`src/hdl/spimi_pkg.sv`:
```
// Package for the SPI master instruction transfer block.
// Holds the item and result types, phase and status codes, and fixed constants.
// No dependencies.
`default_nettype none

package spimi_pkg;

    // Header layout: read flag, two-bit length code, address field
    localparam int HEADER_BITS    = 16;
    localparam int ADDR_FIELD     = 13;
    localparam int ADDR_BITS_DEF  = 13;
    localparam int IN_WIDTH       = 16;
    localparam int CFG_WIDTH      = 13;

    localparam logic [ADDR_FIELD-1:0] MAX_ADDR_RESET = 13'h0509;

    // Configuration register indexes
    typedef enum logic [0:0] {
        CFG_POWER_ON    = 1'b0,
        CFG_MAX_ADDRESS = 1'b1
    } cfg_index_t;

    // Transfer phase
    typedef enum logic [2:0] {
        PH_IDLE    = 3'd0,
        PH_HEADER  = 3'd1,
        PH_DATA    = 3'd2,
        PH_HOLD    = 3'd3,
        PH_RELEASE = 3'd4
    } phase_t;

    // Start request outcome
    typedef enum logic [1:0] {
        ST_NONE     = 2'd0,
        ST_ACCEPTED = 2'd1,
        ST_REJECTED = 2'd2,
        ST_BUSY     = 2'd3
    } start_status_t;

    // One input item
    typedef struct packed {
        logic        action;
        logic [15:0] address;
        logic [7:0]  byte_count;
        logic        is_read;
        logic [7:0]  write_byte;
        logic        serial_in;
    } item_t;

    // One result item
    typedef struct packed {
        logic          chip_select_n;
        logic          serial_clock;
        logic          serial_out;
        logic          byte_loaded;
        logic [7:0]    read_byte;
        logic          read_valid;
        logic          done_res;
        start_status_t start_status;
    } result_t;

    // Configuration register contents
    typedef struct packed {
        logic                  power_on;
        logic [ADDR_FIELD-1:0] max_address;
    } cfg_t;

endpackage

`default_nettype wire

```
`src/hdl/spi_master_instruction_transfer.sv`:
```
// Top level of the SPI master instruction transfer block.
// Holds the configuration registers and ties the input register to the engine.
// Uses spimi_pkg, spimi_in_reg and spimi_engine.
`default_nettype none

// Each input item is one half-bit tick of a mode 0 SPI transfer, optionally
// carrying a start request (tuser high). An accepted start drops select and
// sends a 16-bit header (read flag, length code, address) MSB first, then the
// data bytes, each bit over two ticks: clock low with data set up, then clock
// high. A hold tick and a release tick close the transfer. Every item yields
// exactly one result with the pin levels and status. Items go through an input
// register and a result register with combinational logic between them, so one
// item is taken per clock cycle at full rate and the result of an item is loaded
// when the engine takes it from the input register; the only stall is a result
// not taken on the output side. Configuration writes take effect on the next
// clock edge and are meant to be done while no items are in flight.

module spi_master_instruction_transfer
#(
    parameter int ADDR_BITS = spimi_pkg::ADDR_BITS_DEF
)
(
    input  wire logic        clk,
    input  wire logic        rst_n,
    // Configuration write port
    input  wire logic        cfg_we,
    input  wire logic [0:0]  cfg_index,
    input  wire logic [12:0] cfg_data,
    // Input items
    input  wire logic        s_axis_tvalid,
    output logic             s_axis_tready,
    // address[15:0], byte_count[23:16], is_read[24], write_byte[32:25],
    // serial_in[33], zero fill [39:34]
    input  wire logic [39:0] s_axis_tdata,
    // action
    input  wire logic [0:0]  s_axis_tuser,
    // Result items
    output logic             m_axis_tvalid,
    input  wire logic        m_axis_tready,
    // chip_select_n[0], serial_clock[1], serial_out[2], byte_loaded[3],
    // read_byte[11:4], read_valid[12], done_res[13], start_status[15:14]
    output logic [15:0]      m_axis_tdata
);

    spimi_pkg::cfg_t    cfg_reg;
    spimi_pkg::item_t   in_item;
    spimi_pkg::item_t   held_item;
    spimi_pkg::result_t res;
    logic               held_valid;
    logic               take;

    // Configuration registers
    always_ff @(posedge clk or negedge rst_n)
    begin
        if (!rst_n)
        begin
            cfg_reg.power_on    <= 1'b0;
            cfg_reg.max_address <= spimi_pkg::MAX_ADDR_RESET;
        end
        else if (cfg_we)
        begin
            case (spimi_pkg::cfg_index_t'(cfg_index))
                spimi_pkg::CFG_POWER_ON:    cfg_reg.power_on    <= cfg_data[0];
                spimi_pkg::CFG_MAX_ADDRESS: cfg_reg.max_address <= cfg_data;
                default:                    cfg_reg <= cfg_reg;
            endcase
        end
    end

    // Unpack the input item
    always_comb
    begin
        in_item.action     = s_axis_tuser[0];
        in_item.address    = s_axis_tdata[15:0];
        in_item.byte_count = s_axis_tdata[23:16];
        in_item.is_read    = s_axis_tdata[24];
        in_item.write_byte = s_axis_tdata[32:25];
        in_item.serial_in  = s_axis_tdata[33];
    end

    spimi_in_reg u_in_reg
    (
        .clk        (clk),
        .rst_n      (rst_n),
        .in_valid   (s_axis_tvalid),
        .in_ready   (s_axis_tready),
        .in_item    (in_item),
        .held_valid (held_valid),
        .held_item  (held_item),
        .take       (take)
    );

    spimi_engine
    #(
        .ADDR_BITS (ADDR_BITS)
    )
    u_engine
    (
        .clk        (clk),
        .rst_n      (rst_n),
        .cfg        (cfg_reg),
        .item_valid (held_valid),
        .item       (held_item),
        .take       (take),
        .res_valid  (m_axis_tvalid),
        .res_ready  (m_axis_tready),
        .res        (res)
    );

    // Pack the result item
    assign m_axis_tdata = {res.start_status, res.done_res, res.read_valid, res.read_byte,
                           res.byte_loaded, res.serial_out, res.serial_clock,
                           res.chip_select_n};

    // Input side only stalls while a result waits
    assert property (@(posedge clk) disable iff (!rst_n)
        !s_axis_tready |-> (m_axis_tvalid && !m_axis_tready))
        else $error("input stalled without a pending result");

    // Select high always comes with clock low
    assert property (@(posedge clk) disable iff (!rst_n)
        (m_axis_tvalid && res.chip_select_n) |-> !res.serial_clock)
        else $error("clock high while select released");

    // A completed read byte only appears inside a running transfer
    assert property (@(posedge clk) disable iff (!rst_n)
        (m_axis_tvalid && res.read_valid) |->
            (!res.chip_select_n && !res.byte_loaded
             && (res.start_status != spimi_pkg::ST_ACCEPTED)))
        else $error("read byte outside a read transfer");

    // Release tick drives idle levels
    assert property (@(posedge clk) disable iff (!rst_n)
        (m_axis_tvalid && res.done_res) |->
            (res.chip_select_n && !res.serial_out && !res.serial_clock))
        else $error("release tick with wrong pin levels");

endmodule

`default_nettype wire

```
`src/hdl/spimi_in_reg.sv`:
```
// Input register for the SPI master instruction transfer block.
// Captures one item and holds it until the engine takes it. Uses spimi_pkg.
`default_nettype none

module spimi_in_reg
(
    input  wire logic            clk,
    input  wire logic            rst_n,
    input  wire logic            in_valid,
    output logic                 in_ready,
    input  wire spimi_pkg::item_t in_item,
    output logic                 held_valid,
    output spimi_pkg::item_t     held_item,
    input  wire logic            take
);

    logic             valid_reg;
    logic             valid_next;
    spimi_pkg::item_t item_reg;

    // Free when empty or when the held item leaves this cycle
    assign in_ready   = !valid_reg || take;
    assign valid_next = in_ready ? in_valid : valid_reg;

    always_ff @(posedge clk or negedge rst_n)
    begin
        if (!rst_n)
        begin
            valid_reg <= 1'b0;
        end
        else
        begin
            valid_reg <= valid_next;
        end
    end

    // Payload, no reset
    always_ff @(posedge clk)
    begin
        if (in_ready && in_valid)
        begin
            item_reg <= in_item;
        end
    end

    assign held_valid = valid_reg;
    assign held_item  = item_reg;

endmodule

`default_nettype wire

```
`src/hdl/spimi_engine.sv`:
```
// Transfer engine: phase machine, shift registers and the result register.
// One held item is processed per cycle into one result, unless a result waits. Uses spimi_pkg.
`default_nettype none

module spimi_engine
#(
    parameter int ADDR_BITS = spimi_pkg::ADDR_BITS_DEF
)
(
    input  wire logic             clk,
    input  wire logic             rst_n,
    input  wire spimi_pkg::cfg_t  cfg,
    input  wire logic             item_valid,
    input  wire spimi_pkg::item_t item,
    output logic                  take,
    output logic                  res_valid,
    input  wire logic             res_ready,
    output spimi_pkg::result_t    res
);

    // Address bits that reach the header, never more than the field holds
    localparam logic [spimi_pkg::ADDR_FIELD-1:0] ADDR_MASK =
        spimi_pkg::ADDR_FIELD'(((1 << ADDR_BITS) - 1) & ((1 << spimi_pkg::ADDR_FIELD) - 1));
    localparam logic [3:0] LAST_HDR_BIT = 4'(spimi_pkg::HEADER_BITS - 1);
    localparam logic [3:0] LAST_DATA_BIT = 4'd7;

    spimi_pkg::phase_t phase_reg, phase_next;
    logic        half_bit_reg, half_bit_next;
    logic [3:0]  bit_index_reg, bit_index_next;
    logic [7:0]  bytes_left_reg, bytes_left_next;
    logic [15:0] tx_shift_reg, tx_shift_next;
    logic [7:0]  rx_shift_reg, rx_shift_next;
    logic        reading_reg, reading_next;
    logic        dout_reg, dout_next;
    logic        out_valid_reg;
    spimi_pkg::result_t result_reg, result_next;

    logic        start_ok;
    logic [1:0]  len_code;
    logic [7:0]  bytes_dec;

    // Advance when an item is held and the result slot is free or draining
    assign take = item_valid && (!out_valid_reg || res_ready);

    assign start_ok = item.action && cfg.power_on && (item.byte_count != 8'd0)
                      && (item.address <= {3'b000, cfg.max_address});
    assign len_code = (item.byte_count < 8'd4) ? (item.byte_count[1:0] - 2'd1) : 2'd3;
    assign bytes_dec = bytes_left_reg - 8'd1;

    // Next phase
    always_comb
    begin
        phase_next = phase_reg;
        case (phase_reg)
            spimi_pkg::PH_IDLE:
            begin
                if (start_ok)
                begin
                    phase_next = spimi_pkg::PH_HEADER;
                end
            end
            spimi_pkg::PH_HEADER:
            begin
                if (half_bit_reg && (bit_index_reg >= LAST_HDR_BIT))
                begin
                    phase_next = spimi_pkg::PH_DATA;
                end
            end
            spimi_pkg::PH_DATA:
            begin
                if (half_bit_reg && (bit_index_reg >= LAST_DATA_BIT) && (bytes_dec == 8'd0))
                begin
                    phase_next = spimi_pkg::PH_HOLD;
                end
            end
            spimi_pkg::PH_HOLD:    phase_next = spimi_pkg::PH_RELEASE;
            spimi_pkg::PH_RELEASE: phase_next = spimi_pkg::PH_IDLE;
            default:               phase_next = spimi_pkg::PH_IDLE;
        endcase
    end

    // Datapath and pin levels
    always_comb
    begin
        half_bit_next   = half_bit_reg;
        bit_index_next  = bit_index_reg;
        bytes_left_next = bytes_left_reg;
        tx_shift_next   = tx_shift_reg;
        rx_shift_next   = rx_shift_reg;
        reading_next    = reading_reg;
        dout_next       = dout_reg;

        result_next               = '0;
        result_next.chip_select_n = 1'b1;
        result_next.start_status  = spimi_pkg::ST_NONE;

        case (phase_reg)
            spimi_pkg::PH_IDLE:
            begin
                if (item.action)
                begin
                    if (start_ok)
                    begin
                        result_next.start_status  = spimi_pkg::ST_ACCEPTED;
                        result_next.chip_select_n = 1'b0;
                        tx_shift_next   = {item.is_read, len_code,
                                           item.address[spimi_pkg::ADDR_FIELD-1:0] & ADDR_MASK};
                        reading_next    = item.is_read;
                        bytes_left_next = item.byte_count;
                        bit_index_next  = 4'd0;
                        half_bit_next   = 1'b0;
                        rx_shift_next   = 8'd0;
                    end
                    else
                    begin
                        result_next.start_status = spimi_pkg::ST_REJECTED;
                    end
                end
                dout_next = 1'b0;
            end
            spimi_pkg::PH_HEADER:
            begin
                result_next.chip_select_n = 1'b0;
                if (!half_bit_reg)
                begin
                    dout_next     = tx_shift_reg[15];
                    half_bit_next = 1'b1;
                end
                else
                begin
                    result_next.serial_clock = 1'b1;
                    half_bit_next = 1'b0;
                    tx_shift_next = {tx_shift_reg[14:0], 1'b0};
                    bit_index_next = (bit_index_reg >= LAST_HDR_BIT) ? 4'd0
                                                                     : bit_index_reg + 4'd1;
                end
            end
            spimi_pkg::PH_DATA:
            begin
                result_next.chip_select_n = 1'b0;
                if (!half_bit_reg)
                begin
                    if (reading_reg)
                    begin
                        // Sample on the clock-low tick
                        rx_shift_next = {rx_shift_reg[6:0], item.serial_in};
                        if (bit_index_reg == LAST_DATA_BIT)
                        begin
                            result_next.read_valid = 1'b1;
                            result_next.read_byte  = {rx_shift_reg[6:0], item.serial_in};
                        end
                    end
                    else
                    begin
                        if (bit_index_reg == 4'd0)
                        begin
                            tx_shift_next = {item.write_byte, 8'd0};
                            result_next.byte_loaded = 1'b1;
                            dout_next = item.write_byte[7];
                        end
                        else
                        begin
                            dout_next = tx_shift_reg[15];
                        end
                    end
                    half_bit_next = 1'b1;
                end
                else
                begin
                    result_next.serial_clock = 1'b1;
                    half_bit_next = 1'b0;
                    if (!reading_reg)
                    begin
                        tx_shift_next = {tx_shift_reg[14:0], 1'b0};
                    end
                    if (bit_index_reg >= LAST_DATA_BIT)
                    begin
                        bit_index_next  = 4'd0;
                        bytes_left_next = bytes_dec;
                    end
                    else
                    begin
                        bit_index_next = bit_index_reg + 4'd1;
                    end
                end
            end
            spimi_pkg::PH_HOLD:
            begin
                result_next.chip_select_n = 1'b0;
                result_next.serial_clock  = 1'b1;
            end
            default:
            begin
                // Release: select back high, counters cleared
                dout_next = 1'b0;
                result_next.done_res = 1'b1;
                half_bit_next  = 1'b0;
                bit_index_next = 4'd0;
            end
        endcase

        if ((phase_reg != spimi_pkg::PH_IDLE) && item.action)
        begin
            result_next.start_status = spimi_pkg::ST_BUSY;
        end
        result_next.serial_out = dout_next;
    end

    // Transfer state
    always_ff @(posedge clk or negedge rst_n)
    begin
        if (!rst_n)
        begin
            phase_reg      <= spimi_pkg::PH_IDLE;
            half_bit_reg   <= 1'b0;
            bit_index_reg  <= 4'd0;
            bytes_left_reg <= 8'd0;
            tx_shift_reg   <= 16'd0;
            rx_shift_reg   <= 8'd0;
            reading_reg    <= 1'b0;
            dout_reg       <= 1'b0;
        end
        else if (take)
        begin
            phase_reg      <= phase_next;
            half_bit_reg   <= half_bit_next;
            bit_index_reg  <= bit_index_next;
            bytes_left_reg <= bytes_left_next;
            tx_shift_reg   <= tx_shift_next;
            rx_shift_reg   <= rx_shift_next;
            reading_reg    <= reading_next;
            dout_reg       <= dout_next;
        end
    end

    // Result slot
    always_ff @(posedge clk or negedge rst_n)
    begin
        if (!rst_n)
        begin
            out_valid_reg <= 1'b0;
        end
        else if (take)
        begin
            out_valid_reg <= 1'b1;
        end
        else if (res_ready)
        begin
            out_valid_reg <= 1'b0;
        end
    end

    always_ff @(posedge clk)
    begin
        if (take)
        begin
            result_reg <= result_next;
        end
    end

    assign res_valid = out_valid_reg;
    assign res       = result_reg;

endmodule

`default_nettype wire
```
`config.mk`:
```
export PLATFORM = sky130hd
export DESIGN_NAME = spi_master_instruction_transfer
export DESIGN_NICKNAME = d
export VERILOG_FILES = /design/src/hdl/spimi_pkg.sv /design/src/hdl/spi_master_instruction_transfer.sv /design/src/hdl/spimi_in_reg.sv /design/src/hdl/spimi_engine.sv
export SDC_FILE = /design/constraint.sdc
export NUM_CORES = 1
export LEC_CHECK = 0
export ABC_AREA = 1
export BUFFER_PORTS_ARGS = -buffer_cell sky130_fd_sc_hd__buf_2
export CELL_PAD_IN_SITES_DETAIL_PLACEMENT = 0
export CELL_PAD_IN_SITES_GLOBAL_PLACEMENT = 1
export CORE_MARGIN = 1
export CORE_UTILIZATION = 30
export CTS_BUF_LIST = sky130_fd_sc_hd__clkbuf_4
export DETAILED_ROUTE_END_ITERATION = 7
export GPL_ROUTABILITY_DRIVEN = 0
export PLACE_DENSITY_LB_ADDON = 0.1
export SYNTH_ARGS = -nofsm -noshare
export SYNTH_HDL_FRONTEND = slang
export SYNTH_HIERARCHICAL = 1
export SYNTH_SLANG_ARGS = --single-unit
```
`constraint.sdc`:
```
create_clock -name clk -period 11.9 [get_ports clk]
set_input_delay 2.975 -clock clk [delete_from_list [all_inputs] [get_ports clk]]
set_output_delay 2.975 -clock clk [all_outputs]
set_load 0.02 [all_outputs]
```
======== Yosys cells after proc, flatten, opt, wreduce, memory -nomap -nowiden ========
Cells that the tools add are included.
storage, ports and cells
  register bits ........................... 108
  output and inout port bits .............. 18
  word-level logic and storage cells ...... 141
  input port bits ......................... 60
operators by class
  mux-type cells .......................... 52
  bitwise operators ....................... 5
  equality and inequality tests ........... 15
  $lt $le $gt $ge ......................... 4
  $add $sub $neg .......................... 3
  reduce and logical (&&, ||, !) cells .... 36
operators by type and width
  cell                   count
  $mux W16               7
  $pmux W16 S3           1
  $mux W8                4
  $mux W7                4
  $mux W4                6
  $reduce_and A6 Y1      3
  $le A16 B13 Y1         1
  $pmux W4 S4            1
  $pmux W8 S2            1
  $mux W1                15
  $ne A2 B1 Y1 const B   7
  $pmux W7 S2            1
  $pmux W3 S4            1
  $reduce_and A4 Y1      3
  $logic_and A1 B1 Y1    9
  $mux W3                3
  $reduce_or A3 Y1       3
  $logic_not A8 Y1       1
  $lt A8 B3 Y1 const B   1
  $mux W2                4
  $reduce_bool A8 Y1     1
  $reduce_or A4 Y1       2
  $sub A8 B1 Y8 const B  1
  $reduce_and A7 Y1      1
  other kinds (20)       34

======== Depth between registers and ports, before layout ========
Gate-level depths: netlist (run 1).
  depth in word-level cells ............... 6
  depth in mapped cells ................... 18
  gate-level depth less buffers ........... 17

======== Hierarchy ========
Netlist (run 1), hierarchy kept.
by module, submodules not included
  module                           cells an instance  area each (sq um)  times used
  spimi_engine                     490                3702.3             1
  spimi_in_reg                     41                 1096.1             1
  spi_master_instruction_transfer  63                 575.6              1

======== Worst setup path after synthesis (run 1) ========
No wires, ideal clock.
  path kind ............................... input -> output
  start point ............................. input m_axis_tready
  end point ............................... output s_axis_tready
  cell stages on the path ................. 8
  required time ........................... 8925 ps
  path buffers ............................ 2
  arrival time ............................ 4588 ps
  slack ................................... 4337 ps
  cells stage by stage .................... inv_1 -> nand2_1 -> nand2_1 -> inv_1 -> clkbuf_1 -> clkbuf_1 -> inv_1 -> nand2_1
between the ends
  word-level cells in the longest chain between the ends .. 3
RTL lines
  what                 line                                   text
  start, declared      spi_master_instruction_transfer.sv:39  input wire logic m_axis_tready,
  $logic_or A1 B1 Y1   spimi_engine.sv:43                     assign take = item_valid && (!out_valid_reg || res_ready);
  $logic_and A1 B1 Y1  spimi_engine.sv:43
  via take             spi_master_instruction_transfer.sv:50  logic take;
  $logic_or A1 B1 Y1   spimi_in_reg.sv:22                     assign in_ready = !valid_reg || take;
  end, declared        spi_master_instruction_transfer.sv:31  output logic s_axis_tready,
The timed path passes the listed nets, and every way through them passes these cells.

======== Worst setup path after layout (run 1) ========
Same ends and word-level chain as after synthesis.

==> impl_metrics.env, run 1 <==
export IMPL_synthSimpleGateAreaFrac=0.283
export IMPL_finish_instance_area_um2=6020
export IMPL_sequentialPowerShare=0.434
export IMPL_rsz0062_at_grt="false"
export IMPL_finalSetupViolCount=0
export IMPL_synthDistinctLibCells=40
export IMPL_wl_mm=12.8
export IMPL_largest_reg_flops=35
export IMPL_placed_area_um2=5870
export IMPL_timing_worst_setup_path_type="input pin to output port"
export IMPL_slew_violations=0
export IMPL_hold_slack_ns=0.473
export IMPL_r2r_slack_ns=8.73
export IMPL_clock_latency_ns=0.49
export IMPL_clock_sinks=108
export IMPL_required_ns=8.93
export IMPL_synth_yosys_warnings=6
export IMPL_path_common_cell="nand2_1"
export IMPL_crit_path_end="s_axis_tready"
export IMPL_synth_compound_area_frac=0.0461
export IMPL_worst_r2r_cell_count=13
export IMPL_ys_flop_type="dfrtp_1"
export IMPL_end_kind="output port"
export IMPL_period_minus_slack_ns=6.68
export IMPL_drt_iter0_drc=276
export IMPL_slew_headroom=0.316
export IMPL_synth_xor_area_share=0.00163
export IMPL_max_stage_delay_ns=0.16
export IMPL_grt_first_pass_wirelength_mm=21.3
export IMPL_cts_hold_buffers_added=0
export IMPL_r2r_start="cfg_reg[10]"
export IMPL_ir_drop_v=0.0000674
export IMPL_fmax_ghz=0.150
export IMPL_postCtsSetupBuffers=0
export IMPL_port_buffers=71
export IMPL_p_clk_frac=0.160
export IMPL_synth_top_area_share=0.285
export IMPL_startpoint="m_axis_tready"
export IMPL_slowest_stage="buf_2"
export IMPL_leakagePower_nw=2.86
export IMPL_drtAntennaViolNets=0
export IMPL_ys_ff_latch=108
export IMPL_worstMarginPinSlew_ns=1.02
export IMPL_syn_area_um2=5370
export IMPL_synth_top_cells_by_count="nand2_1, inv_1, dfrtp_1"
export IMPL_worstHoldPathType="register to register"
export IMPL_synthAdderAreaFrac=0.0419
export IMPL_status="finished, final reports clean"
export IMPL_start_util=0.309
export IMPL_synth_top_family_by_area="simple AND/OR/NAND/NOR gates"
export IMPL_skew_ns=0.0134
export IMPL_htreeDepth=3
export IMPL_fp_dieH_um=136
export IMPL_avgRoutedWirePerCell_um=14.5
export IMPL_swShare=0.438
export IMPL_worstSetupStartpointType="input pin"
export IMPL_synth_area_mux_share=0
export IMPL_syn_inst=594
export IMPL_seq_area_frac_synth=0.551
export IMPL_antenna_found_initial=1
export IMPL_crit_family="buffers and inverters"
export IMPL_via_per_inst=4.68
export IMPL_vias=4136
export IMPL_maxCapViolCount=0
export IMPL_dieWidth_um=136
export IMPL_arrival_ns=3.71
export IMPL_synth_area_leaders="edfxtp_1, dfrtp_1, nand2_1, nand4_1, ha_1"
export IMPL_num_rows=48
export IMPL_core_area_um2=17400
export IMPL_yosysMostFrequentCell="nand2_1"
export IMPL_cp_max_fo=4
export IMPL_syn_nets=672
export IMPL_synth_top_area_cell="edfxtp_1"
export IMPL_path_buf_inv=5
export IMPL_synth_edf_count=51
export IMPL_avgSynthCellArea_um2=9.05
export IMPL_clk_pin_slew_ns=0.17
export IMPL_r2r_end="u_engine/rx_shift_reg[1]"
export IMPL_dieArea_um2=18500
export IMPL_dpl_hpwl_mm=8.65
export IMPL_grt_pass1_vias=4039
export IMPL_fin_crit_sh=0.562
export IMPL_internal_power_mw=0.686
export IMPL_crit_chain="buf_2 > inv_1 > nand2_1 > nand2_1 > inv_2 > inv_1 > nand2_1 > buf_2"
export IMPL_io_pin_count=78
export IMPL_path_depth=8
export IMPL_clockBufferDepth=2
export IMPL_p_sw_mw=0.534
export IMPL_ys_async_sr_fraction=0.528
export IMPL_firstDrtPassIters=5
export IMPL_final_layout_size_suffix_gt1_frac=0.173
export IMPL_combPwrFrac=0.406
export IMPL_grt_max_degree=63
export IMPL_numCtsBuffers=9
export IMPL_cts_root_buf="clkbuf_4"
export IMPL_area_delta_synth_final_pct=11.9
export IMPL_drc_errors=0
export IMPL_gr_total_overflow=0
export IMPL_fin_nets=731
export IMPL_cts_tree="built"
export IMPL_final_hold_viol_count=0
export IMPL_finalSetupTns_ns=0
export IMPL_power_density_nw_per_um2=203
export IMPL_grtUsageTotal=0.152
export IMPL_cts_resized=0
==> area by class of cell <==
type                            count  area (µm²)
Fill cell                        1879       11400
Antenna cell                        1        2.50
Multi-Input combinational cell    398        2020
Sequential cell                   108        2960
Timing Repair Buffer               74         378
Clock inverter                      7        75.1
Inverter                           62         233
Clock buffer                        9        67.6
Tap cell                          225         282
==> worst min path at each step <==
stage | cells past startpoint | to | start | slack [ns]
finish | 2 | cfg_reg[8] | cfg_reg[8] | 0.47
global route | 2 | cfg_reg[0] | cfg_reg[0] | 0.49
CTS | 2 | cfg_reg[8] | cfg_reg[8] | 0.48
detailed placement | 2 | cfg_reg[8] | cfg_reg[8] | 0.45
global placement | 2 | u_engine/tx_shift_reg[4] | u_engine/tx_shift_reg[4] | 0.45
floorplan | 2 | cfg_reg[13] | cfg_reg[13] | 0.44
==> metal layers <==
| layer | track usage | part of all wire |
|---|---|---|
| met2 | 0.245 | 0.46 |
| met3 | 0.0254 | 0.030 |
| met4 | 0.0543 | 0.014 |
| met5 | 0 | 0 |
| met1 | 0.205 | 0.49 |
==> worst reg2reg max path: stages (launching register included) <==
cell     delay [ns]
dfstp_2        0.56
inv_1          0.04
ha_1           0.26
nand2_1        0.05
inv_1          0.07
nand3_1        0.06
nor3_1         0.24
nand4_1        0.12
nand2_1        0.12
nand2_1        0.10
nand2_2        0.76
nand3_1        0.49
nand2_1        0.17
nand2_1        0.06
==> power by group through the flow <==
| stage | Sequential [mW] | Clock, mW | Combinational, mW |
|---|---|---|---|
| 2_1_floorplan | 0.536 | 0 | 0.384 |
| 3_3_place_gp | 0.537 | 0 | 0.496 |
| 6_report | 0.529 | 0.195 | 0.496 |
| 3_5_place_dp | 0.538 | 0 | 0.501 |
| 5_1_grt | 0.540 | 0.222 | 0.568 |
| 4_1_cts | 0.530 | 0.208 | 0.502 |
==> stage by stage <==
stage,setup slack (ns),power (mW),cells,util
2_1_floorplan,4.34,0.920,594,-
5_1_grt,5.13,1.33,884,0.345
3_5_place_dp,5.20,1.04,867,0.337
4_1_cts,5.20,1.24,883,0.345
6_report,5.22,1.22,884,0.345
3_3_place_gp,5.22,1.03,867,0.337
==> cell families (layout without fill, tap and decap cells) <==
group,Yosys count,in the layout
buffers and inverters,88,152
AND/OR/NAND/NOR,343,343
flip-flops,108,108
AO/OA/AOI/OAI,36,36
other,0,1
adder cells (fa/ha/maj),18,18
XOR/XNOR,1,1
==> cells in the final DEF, fill, tap and decap left out, types with 2 or more instances in the layout <==
cell	Yosys	final
a21oi_1	8	7
a22o_1	7	7
a31oi_1	4	4
buf_2	3	71
buf_4	9	3
clkbuf_4	0	9
clkinv_1	1	2
dfrtp_1	53	53
dfstp_2	4	4
edfxtp_1	51	51
ha_1	18	18
inv_1	56	55
inv_2	5	6
nand2_1	193	193
nand2_2	4	4
nand3_1	42	42
nand4_1	43	43
nor2_1	48	48
nor2_2	2	2
nor3_1	4	4
o21ai_0	8	8
o21ai_1	2	2
No activity file was read; power rests on OpenSTA's default activity.
==> run 2: changes to the inputs <==
- ABC_AREA: 1 -> 0
- clock period: 11.9 -> 5.7 ns (I/O delays scaled with it)
==> run 2 against run 1 <==
  * Non-clock buffer count grew 2
  * Cell area fell by 0.83%
  * Worst hold slack better by 0.025 ns
  * Highest routed layer unchanged
  * Die area shrank 3.1%
  * Core utilization is 1.1 points higher
  * Clock power is 130% higher
  * First-iteration DRC count decreased by 25%
  * Global-route usage decreased by 0.91 points
==> impl_metrics.env, run 2 <==
export IMPL_status="finished, final reports clean"
export IMPL_dieArea_um2=17900
export IMPL_rsz0062_at_grt="false"
export IMPL_num_rows=47
export IMPL_final_layout_size_suffix_gt1_frac=0.235
export IMPL_whs_endpoint="u_engine/rx_shift_reg[0]"
export IMPL_grt_first_pass_wirelength_mm=19.7
export IMPL_gr_total_overflow=0
export IMPL_required_ns=4.28
export IMPL_numCtsBuffers=9
export IMPL_arrival_ns=2.80
export IMPL_grt_pass1_vias=3792
export IMPL_cts_hold_buffers_added=0
export IMPL_wl_mm=12.0
export IMPL_ir_drop_v=0.000153
export IMPL_period_minus_slack_ns=4.23
export IMPL_clock_latency_ns=0.49
export IMPL_synth_area_leaders="edfxtp_1, dfrtp_1, ha_1, mux2i_1, mux2_4"
export IMPL_syn_nets=528
export IMPL_start_util=0.311
export IMPL_clockBufferDepth=2
export IMPL_fmax_ghz=0.237
export IMPL_io_pin_count=78
export IMPL_maxCapViolCount=0
export IMPL_final_common_cell="buf_2"
export IMPL_cts_tree="built"
export IMPL_path_buf_inv=3
export IMPL_dieWidth_um=134
export IMPL_seq_area_frac_synth=0.569
export IMPL_routed_top_layer="met4"
export IMPL_worstSetupStartpointType="input pin"
export IMPL_max_stage_delay_ns=0.60
export IMPL_skew_ns=0.0163
export IMPL_leakagePower_nw=2.52
export IMPL_crit_family="buffers and inverters"
export IMPL_via_per_inst=4.91
export IMPL_r2r_start="cfg_reg[10]"
export IMPL_vias=3653
export IMPL_synth_edf_count=51
export IMPL_worstMarginPinSlew_ns=0.867
export IMPL_power_density_nw_per_um2=442
export IMPL_r2r_end="u_engine/tx_shift_reg[4]"
export IMPL_fin_nets=597
export IMPL_setup_ws_ns=1.47
export IMPL_clk_pin_slew_ns=0.17
export IMPL_wl_met3_um=485
export IMPL_slowest_stage="inv_1"
export IMPL_wl_met2_mm=5.90
export IMPL_worstHoldPathType="register to register"
export IMPL_hold_slack_ns=0.498
export IMPL_syn_inst=450
export IMPL_final_cell_mix="buf_2, dfrtp_1, edfxtp_1"
export IMPL_worst_r2r_cell_count=10
export IMPL_clock_sinks=108
export IMPL_dp_cells=728
export IMPL_antenna_found_initial=0
export IMPL_m1WireLength_mm=5.50
export IMPL_end_kind="output port"
export IMPL_drt_iter0_drc=207
export IMPL_r2r_slack_ns=2.12
export IMPL_diodes=0
export IMPL_slew_violations=0
export IMPL_grt_max_degree=58
export IMPL_final_hold_viol_count=0
export IMPL_area_delta_synth_final_pct=14.6
export IMPL_synthDistinctLibCells=52
export IMPL_cts_root_buf="clkbuf_4"
export IMPL_syn_area_um2=5210
export IMPL_total_power_mw=2.64
export IMPL_cts_resized=0
export IMPL_largest_reg_flops=35
export IMPL_avgSynthCellArea_um2=11.6
export IMPL_timing_worst_setup_path_type="input pin to output port"
export IMPL_fin_crit_sh=0.742
export IMPL_synth_top_area_share=0.294
export IMPL_finalSetupTns_ns=0
export IMPL_avgRoutedWirePerCell_um=16.2
export IMPL_min_from="u_in_reg/held_item[0]"
export IMPL_synth_top_area_cell="edfxtp_1"
export IMPL_cp_max_fo=21
export IMPL_path_common_cell="buf_2"
export IMPL_finalSetupViolCount=0
export IMPL_slew_headroom=0.422
export IMPL_yosysMostFrequentCell="dfrtp_1"
export IMPL_ys_ff_latch=108
export IMPL_place_ws_ns=1.39
export IMPL_fp_dieH_um=134
export IMPL_firstDrtPassIters=4
export IMPL_synth_yosys_warnings=6
export IMPL_hold_depth=1
export IMPL_synth_top_cells_by_count="dfrtp_1, edfxtp_1, inv_1"
export IMPL_postCtsSetupBuffers=0
export IMPL_port_buffers=71
export IMPL_drc_errors=0
export IMPL_core_area_um2=16800
export IMPL_grtUsageTotal=0.143
export IMPL_drtAntennaViolNets=0
export IMPL_stdcell_count=744
export IMPL_htreeDepth=3
export IMPL_crit_chain="buf_2 > nand2b_1 > nand2_1 > inv_1 > nand2b_4 > buf_2"
export IMPL_dpl_hpwl_mm=8.37
export IMPL_ys_flop_type="dfrtp_1"
export IMPL_ys_async_sr_fraction=0.528
## run 2: cell count changes in the layout (fill, tap and decap cells not counted), moves of 8 or more
cell | previous run | this run
nand3_1 | 42 | 10
a21oi_1 | 7 | 28
inv_1 | 55 | 38
nand2b_1 | 0 | 11
mux2i_1 | 0 | 16
nand4_1 | 43 | 3
nor2_1 | 48 | 30
nand2_1 | 193 | 29
mux2_4 | 0 | 10
mux2_2 | 0 | 8
a221oi_1 | 0 | 8
o21ai_0 | 8 | 19
and2_1 | 1 | 9
## run 2: through the flow
stage / util / cell area [µm²]
final: 0.356 / 5970
after detailed placement: 0.346 / 5790
after floorplan: - / 5210
after global routing: 0.356 / 5970
after CTS: 0.356 / 5970
after global placement: 0.346 / 5790
## run 2: area by class of cell
cell class / count / area (µm²)
timing repair buffer: 76 / 393
clock inverter: 6 / 97.6
fill: 1683 / 10800
sequential: 108 / 2960
clock buffer: 10 / 75.1
multi-input combinational: 286 / 2020
tap: 220 / 275
inverter: 38 / 143
## run 2: power by group
group	internal (mW)	switching [mW]	total [mW]	leakage (nW)
combinational	0.397	0.620	1.02	1.25
sequential	1.00	0.156	1.16	1.18
clock	0.189	0.269	0.458	0.0931
## run 2: worst max-delay path by stage
stage	start	endpoint	cells after the start
2_1_floorplan	m_axis_tready	s_axis_tready	4
3_3_place_gp	m_axis_tready	u_engine/tx_shift_reg[7]	9
3_5_place_dp	m_axis_tready	u_engine/tx_shift_reg[4]	9
4_1_cts	m_axis_tready	s_axis_tready	6
5_1_grt	m_axis_tready	s_axis_tready	6
6_report	m_axis_tready	s_axis_tready	6
## run 2: cell families after synthesis
group                      count (synthesis)  synth area share
and+or+nand+nor                          126             0.126
DFF                                      108             0.569
AOI/OAI and AO/OA                        104             0.135
buffers and inverters                     56            0.0432
muxes                                     34            0.0769
adders and majority gates                 18            0.0432
xor gates and xnor gates                   4           0.00673
## run 2: routing by layer
metal,track usage,up-vias
met5,0,-
met4,0.0486,0
met3,0.0308,10
met2,0.244,82
met1,0.178,1770
li1,-,1791
==> run 3: changes to the inputs <==
- clock period: 5.7 -> 4.2 ns (I/O delays scaled with it)
==> run 3 against run 2 <==
  * Combinational power grew 37%
  * Worst setup slack lost 0.36 ns
  * Sequential cell count unchanged
  * Clock power grew 33%
  * Largest power group unchanged
==> impl_metrics.env, run 3 (same netlist as run 2, synthesis figures left out) <==
export IMPL_clock_sinks=108
export IMPL_cts_hold_buffers_added=0
export IMPL_area_delta_synth_final_pct=15.4
export IMPL_arrival_ns=3.47
export IMPL_stdcell_count=752
export IMPL_port_buffers=71
export IMPL_drc_errors=0
export IMPL_cts_tree="built"
export IMPL_grtUsageTotal=0.146
export IMPL_final_layout_size_suffix_gt1_frac=0.245
export IMPL_avgRoutedWirePerCell_um=16.4
export IMPL_grt_first_pass_wirelength_mm=19.9
export IMPL_dieArea_um2=17900
export IMPL_maxCapViolCount=0
export IMPL_worstSetupStartpointType="register"
export IMPL_slew_violations=0
export IMPL_rsz0062_at_grt="false"
export IMPL_fp_dieH_um=134
export IMPL_ir_drop_v=0.000208
export IMPL_skew_ns=0.0110
export IMPL_htreeDepth=3
export IMPL_wl_mm=12.3
export IMPL_sequentialPowerShare=0.440
export IMPL_final_common_cell="buf_2"
export IMPL_slew_headroom=0.467
export IMPL_drt_iter0_drc=200
export IMPL_clock_latency_ns=0.47
export IMPL_crit_chain="inv_1 > ha_1 > a41oi_1 > o21ai_0 > a211oi_1 > a31oi_1 > o21a_1 > nor4_4 > buf_4 > mux2_2"
export IMPL_gr_total_overflow=0
export IMPL_grt_max_degree=36
export IMPL_clockBufferDepth=2
export IMPL_worstMarginPinSlew_ns=0.797
export IMPL_timing_worst_setup_path_type="register to register"
export IMPL_required_ns=4.58
export IMPL_clk_pin_slew_ns=0.16
export IMPL_dp_cells=735
export IMPL_p_clk_frac=0.169
export IMPL_firstDrtPassIters=4
export IMPL_internal_power_mw=2.18
export IMPL_cp_max_fo=16
export IMPL_fmax_ghz=0.324
export IMPL_slowest_stage="dfstp_2"
export IMPL_drtAntennaViolNets=0
export IMPL_largest_reg_flops=35
export IMPL_swShare=0.393
export IMPL_cts_root_buf="clkbuf_4"
export IMPL_end_kind="register"
export IMPL_io_pin_count=78
export IMPL_cts_resized=0
export IMPL_start_util=0.311
export IMPL_fin_crit_sh=0.736
export IMPL_final_hold_viol_count=0
export IMPL_leakagePower_nw=2.56
export IMPL_finalSetupViolCount=0
export IMPL_dpl_hpwl_mm=8.81
export IMPL_max_stage_delay_ns=0.56
export IMPL_worstHoldPathType="input pin to async pin"
export IMPL_grt_pass1_vias=3769
export IMPL_place_ws_ns=1.10
export IMPL_status="finished, final reports clean"
export IMPL_dieWidth_um=134
export IMPL_antenna_found_initial=1
export IMPL_final_cell_mix="buf_2, dfrtp_1, edfxtp_1"
export IMPL_via_per_inst=4.95
export IMPL_num_rows=47
export IMPL_combPwrFrac=0.391
export IMPL_postCtsSetupBuffers=0
export IMPL_finalSetupTns_ns=0
export IMPL_setup_ws_ns=1.11
export IMPL_period_minus_slack_ns=3.09
export IMPL_vias=3725
export IMPL_core_area_um2=16800
export IMPL_fin_nets=604
export IMPL_p_sw_mw=1.41
export IMPL_numCtsBuffers=9
export IMPL_power_density_nw_per_um2=596
-- run 3: cell count changes in the layout (fill, tap and decap cells not counted) --
| cell | before | now |
|---|---|---|
| clkinv_4 | 2 | 0 |
| clkinv_2 | 0 | 2 |
| inv_6 | 1 | 2 |
| inv_8 | 1 | 0 |
| diode_2 | 0 | 1 |
| buf_4 | 5 | 12 |
-- run 3: area by class of cell --
class | instances | area [µm²]
well taps | 220 | 275
flip-flops and latches | 108 | 2960
inverters | 38 | 143
repair buffers | 83 | 445
diodes | 1 | 2.50
clock buffers | 10 | 75.1
multi-input cells | 286 | 2020
fillers | 1692 | 10700
clock inverters | 6 | 87.6
-- run 3: stage by stage --
step,hold slack [ns],util,power (mW),cell area (µm²)
5_1_grt,0.483,0.359,3.85,6010
6_report,0.498,0.359,3.58,6010
3_5_place_dp,0.489,0.349,3.02,5850
3_3_place_gp,0.483,0.349,2.99,5850
4_1_cts,0.470,0.358,3.63,6010
2_1_floorplan,0.459,-,2.58,5210
-- run 3: layer usage --
| layer | track usage | vias up | part of all wire |
|---|---|---|---|
| met1 | 0.178 | 1814 | 0.45 |
| met2 | 0.246 | 88 | 0.49 |
| met5 | 0 | - | 0 |
| li1 | - | 1805 | - |
| met4 | 0.0625 | 0 | 0.016 |
| met3 | 0.0320 | 18 | 0.039 |
-- run 3: worst max-delay path: cells and delay by family, from the launching register on --
family                     cells  cell delay (ns)
muxes                          1             0.37
and+or+nand+nor                1             0.20
AOI/OAI and AO/OA              5             1.17
adders and majority gates      1             0.31
DFF                            1             0.56
buffers and inverters          2             0.38
-- run 3: power by group through the flow --
| stage | Sequential [mW] | Combinational (mW) | Clock [mW] |
|---|---|---|---|
| after floorplan | 1.54 | 1.04 | 0 |
| after global placement | 1.60 | 1.40 | 0 |
| after detailed placement | 1.60 | 1.42 | 0 |
| after CTS | 1.58 | 1.42 | 0.637 |
| after global routing | 1.61 | 1.56 | 0.678 |
| final | 1.58 | 1.40 | 0.607 |
-- run 3: final timing paths --
kind	startpoint	end	slack (ns)	depth (start not counted)
min in group clk	u_engine/rx_shift_reg[6]	u_engine/rx_shift_reg[6]	0.52	1
max in group asynchronous	rst_n	cfg_reg[0]	2.94	2
worst min-delay path	rst_n	u_engine/rx_shift_reg[2]	0.50	1
worst max register to register	cfg_reg[10]	u_engine/tx_shift_reg[13]	1.11	10
worst min register to register	u_engine/rx_shift_reg[6]	u_engine/rx_shift_reg[6]	0.52	1
worst max-delay path	cfg_reg[10]	u_engine/tx_shift_reg[13]	1.11	10
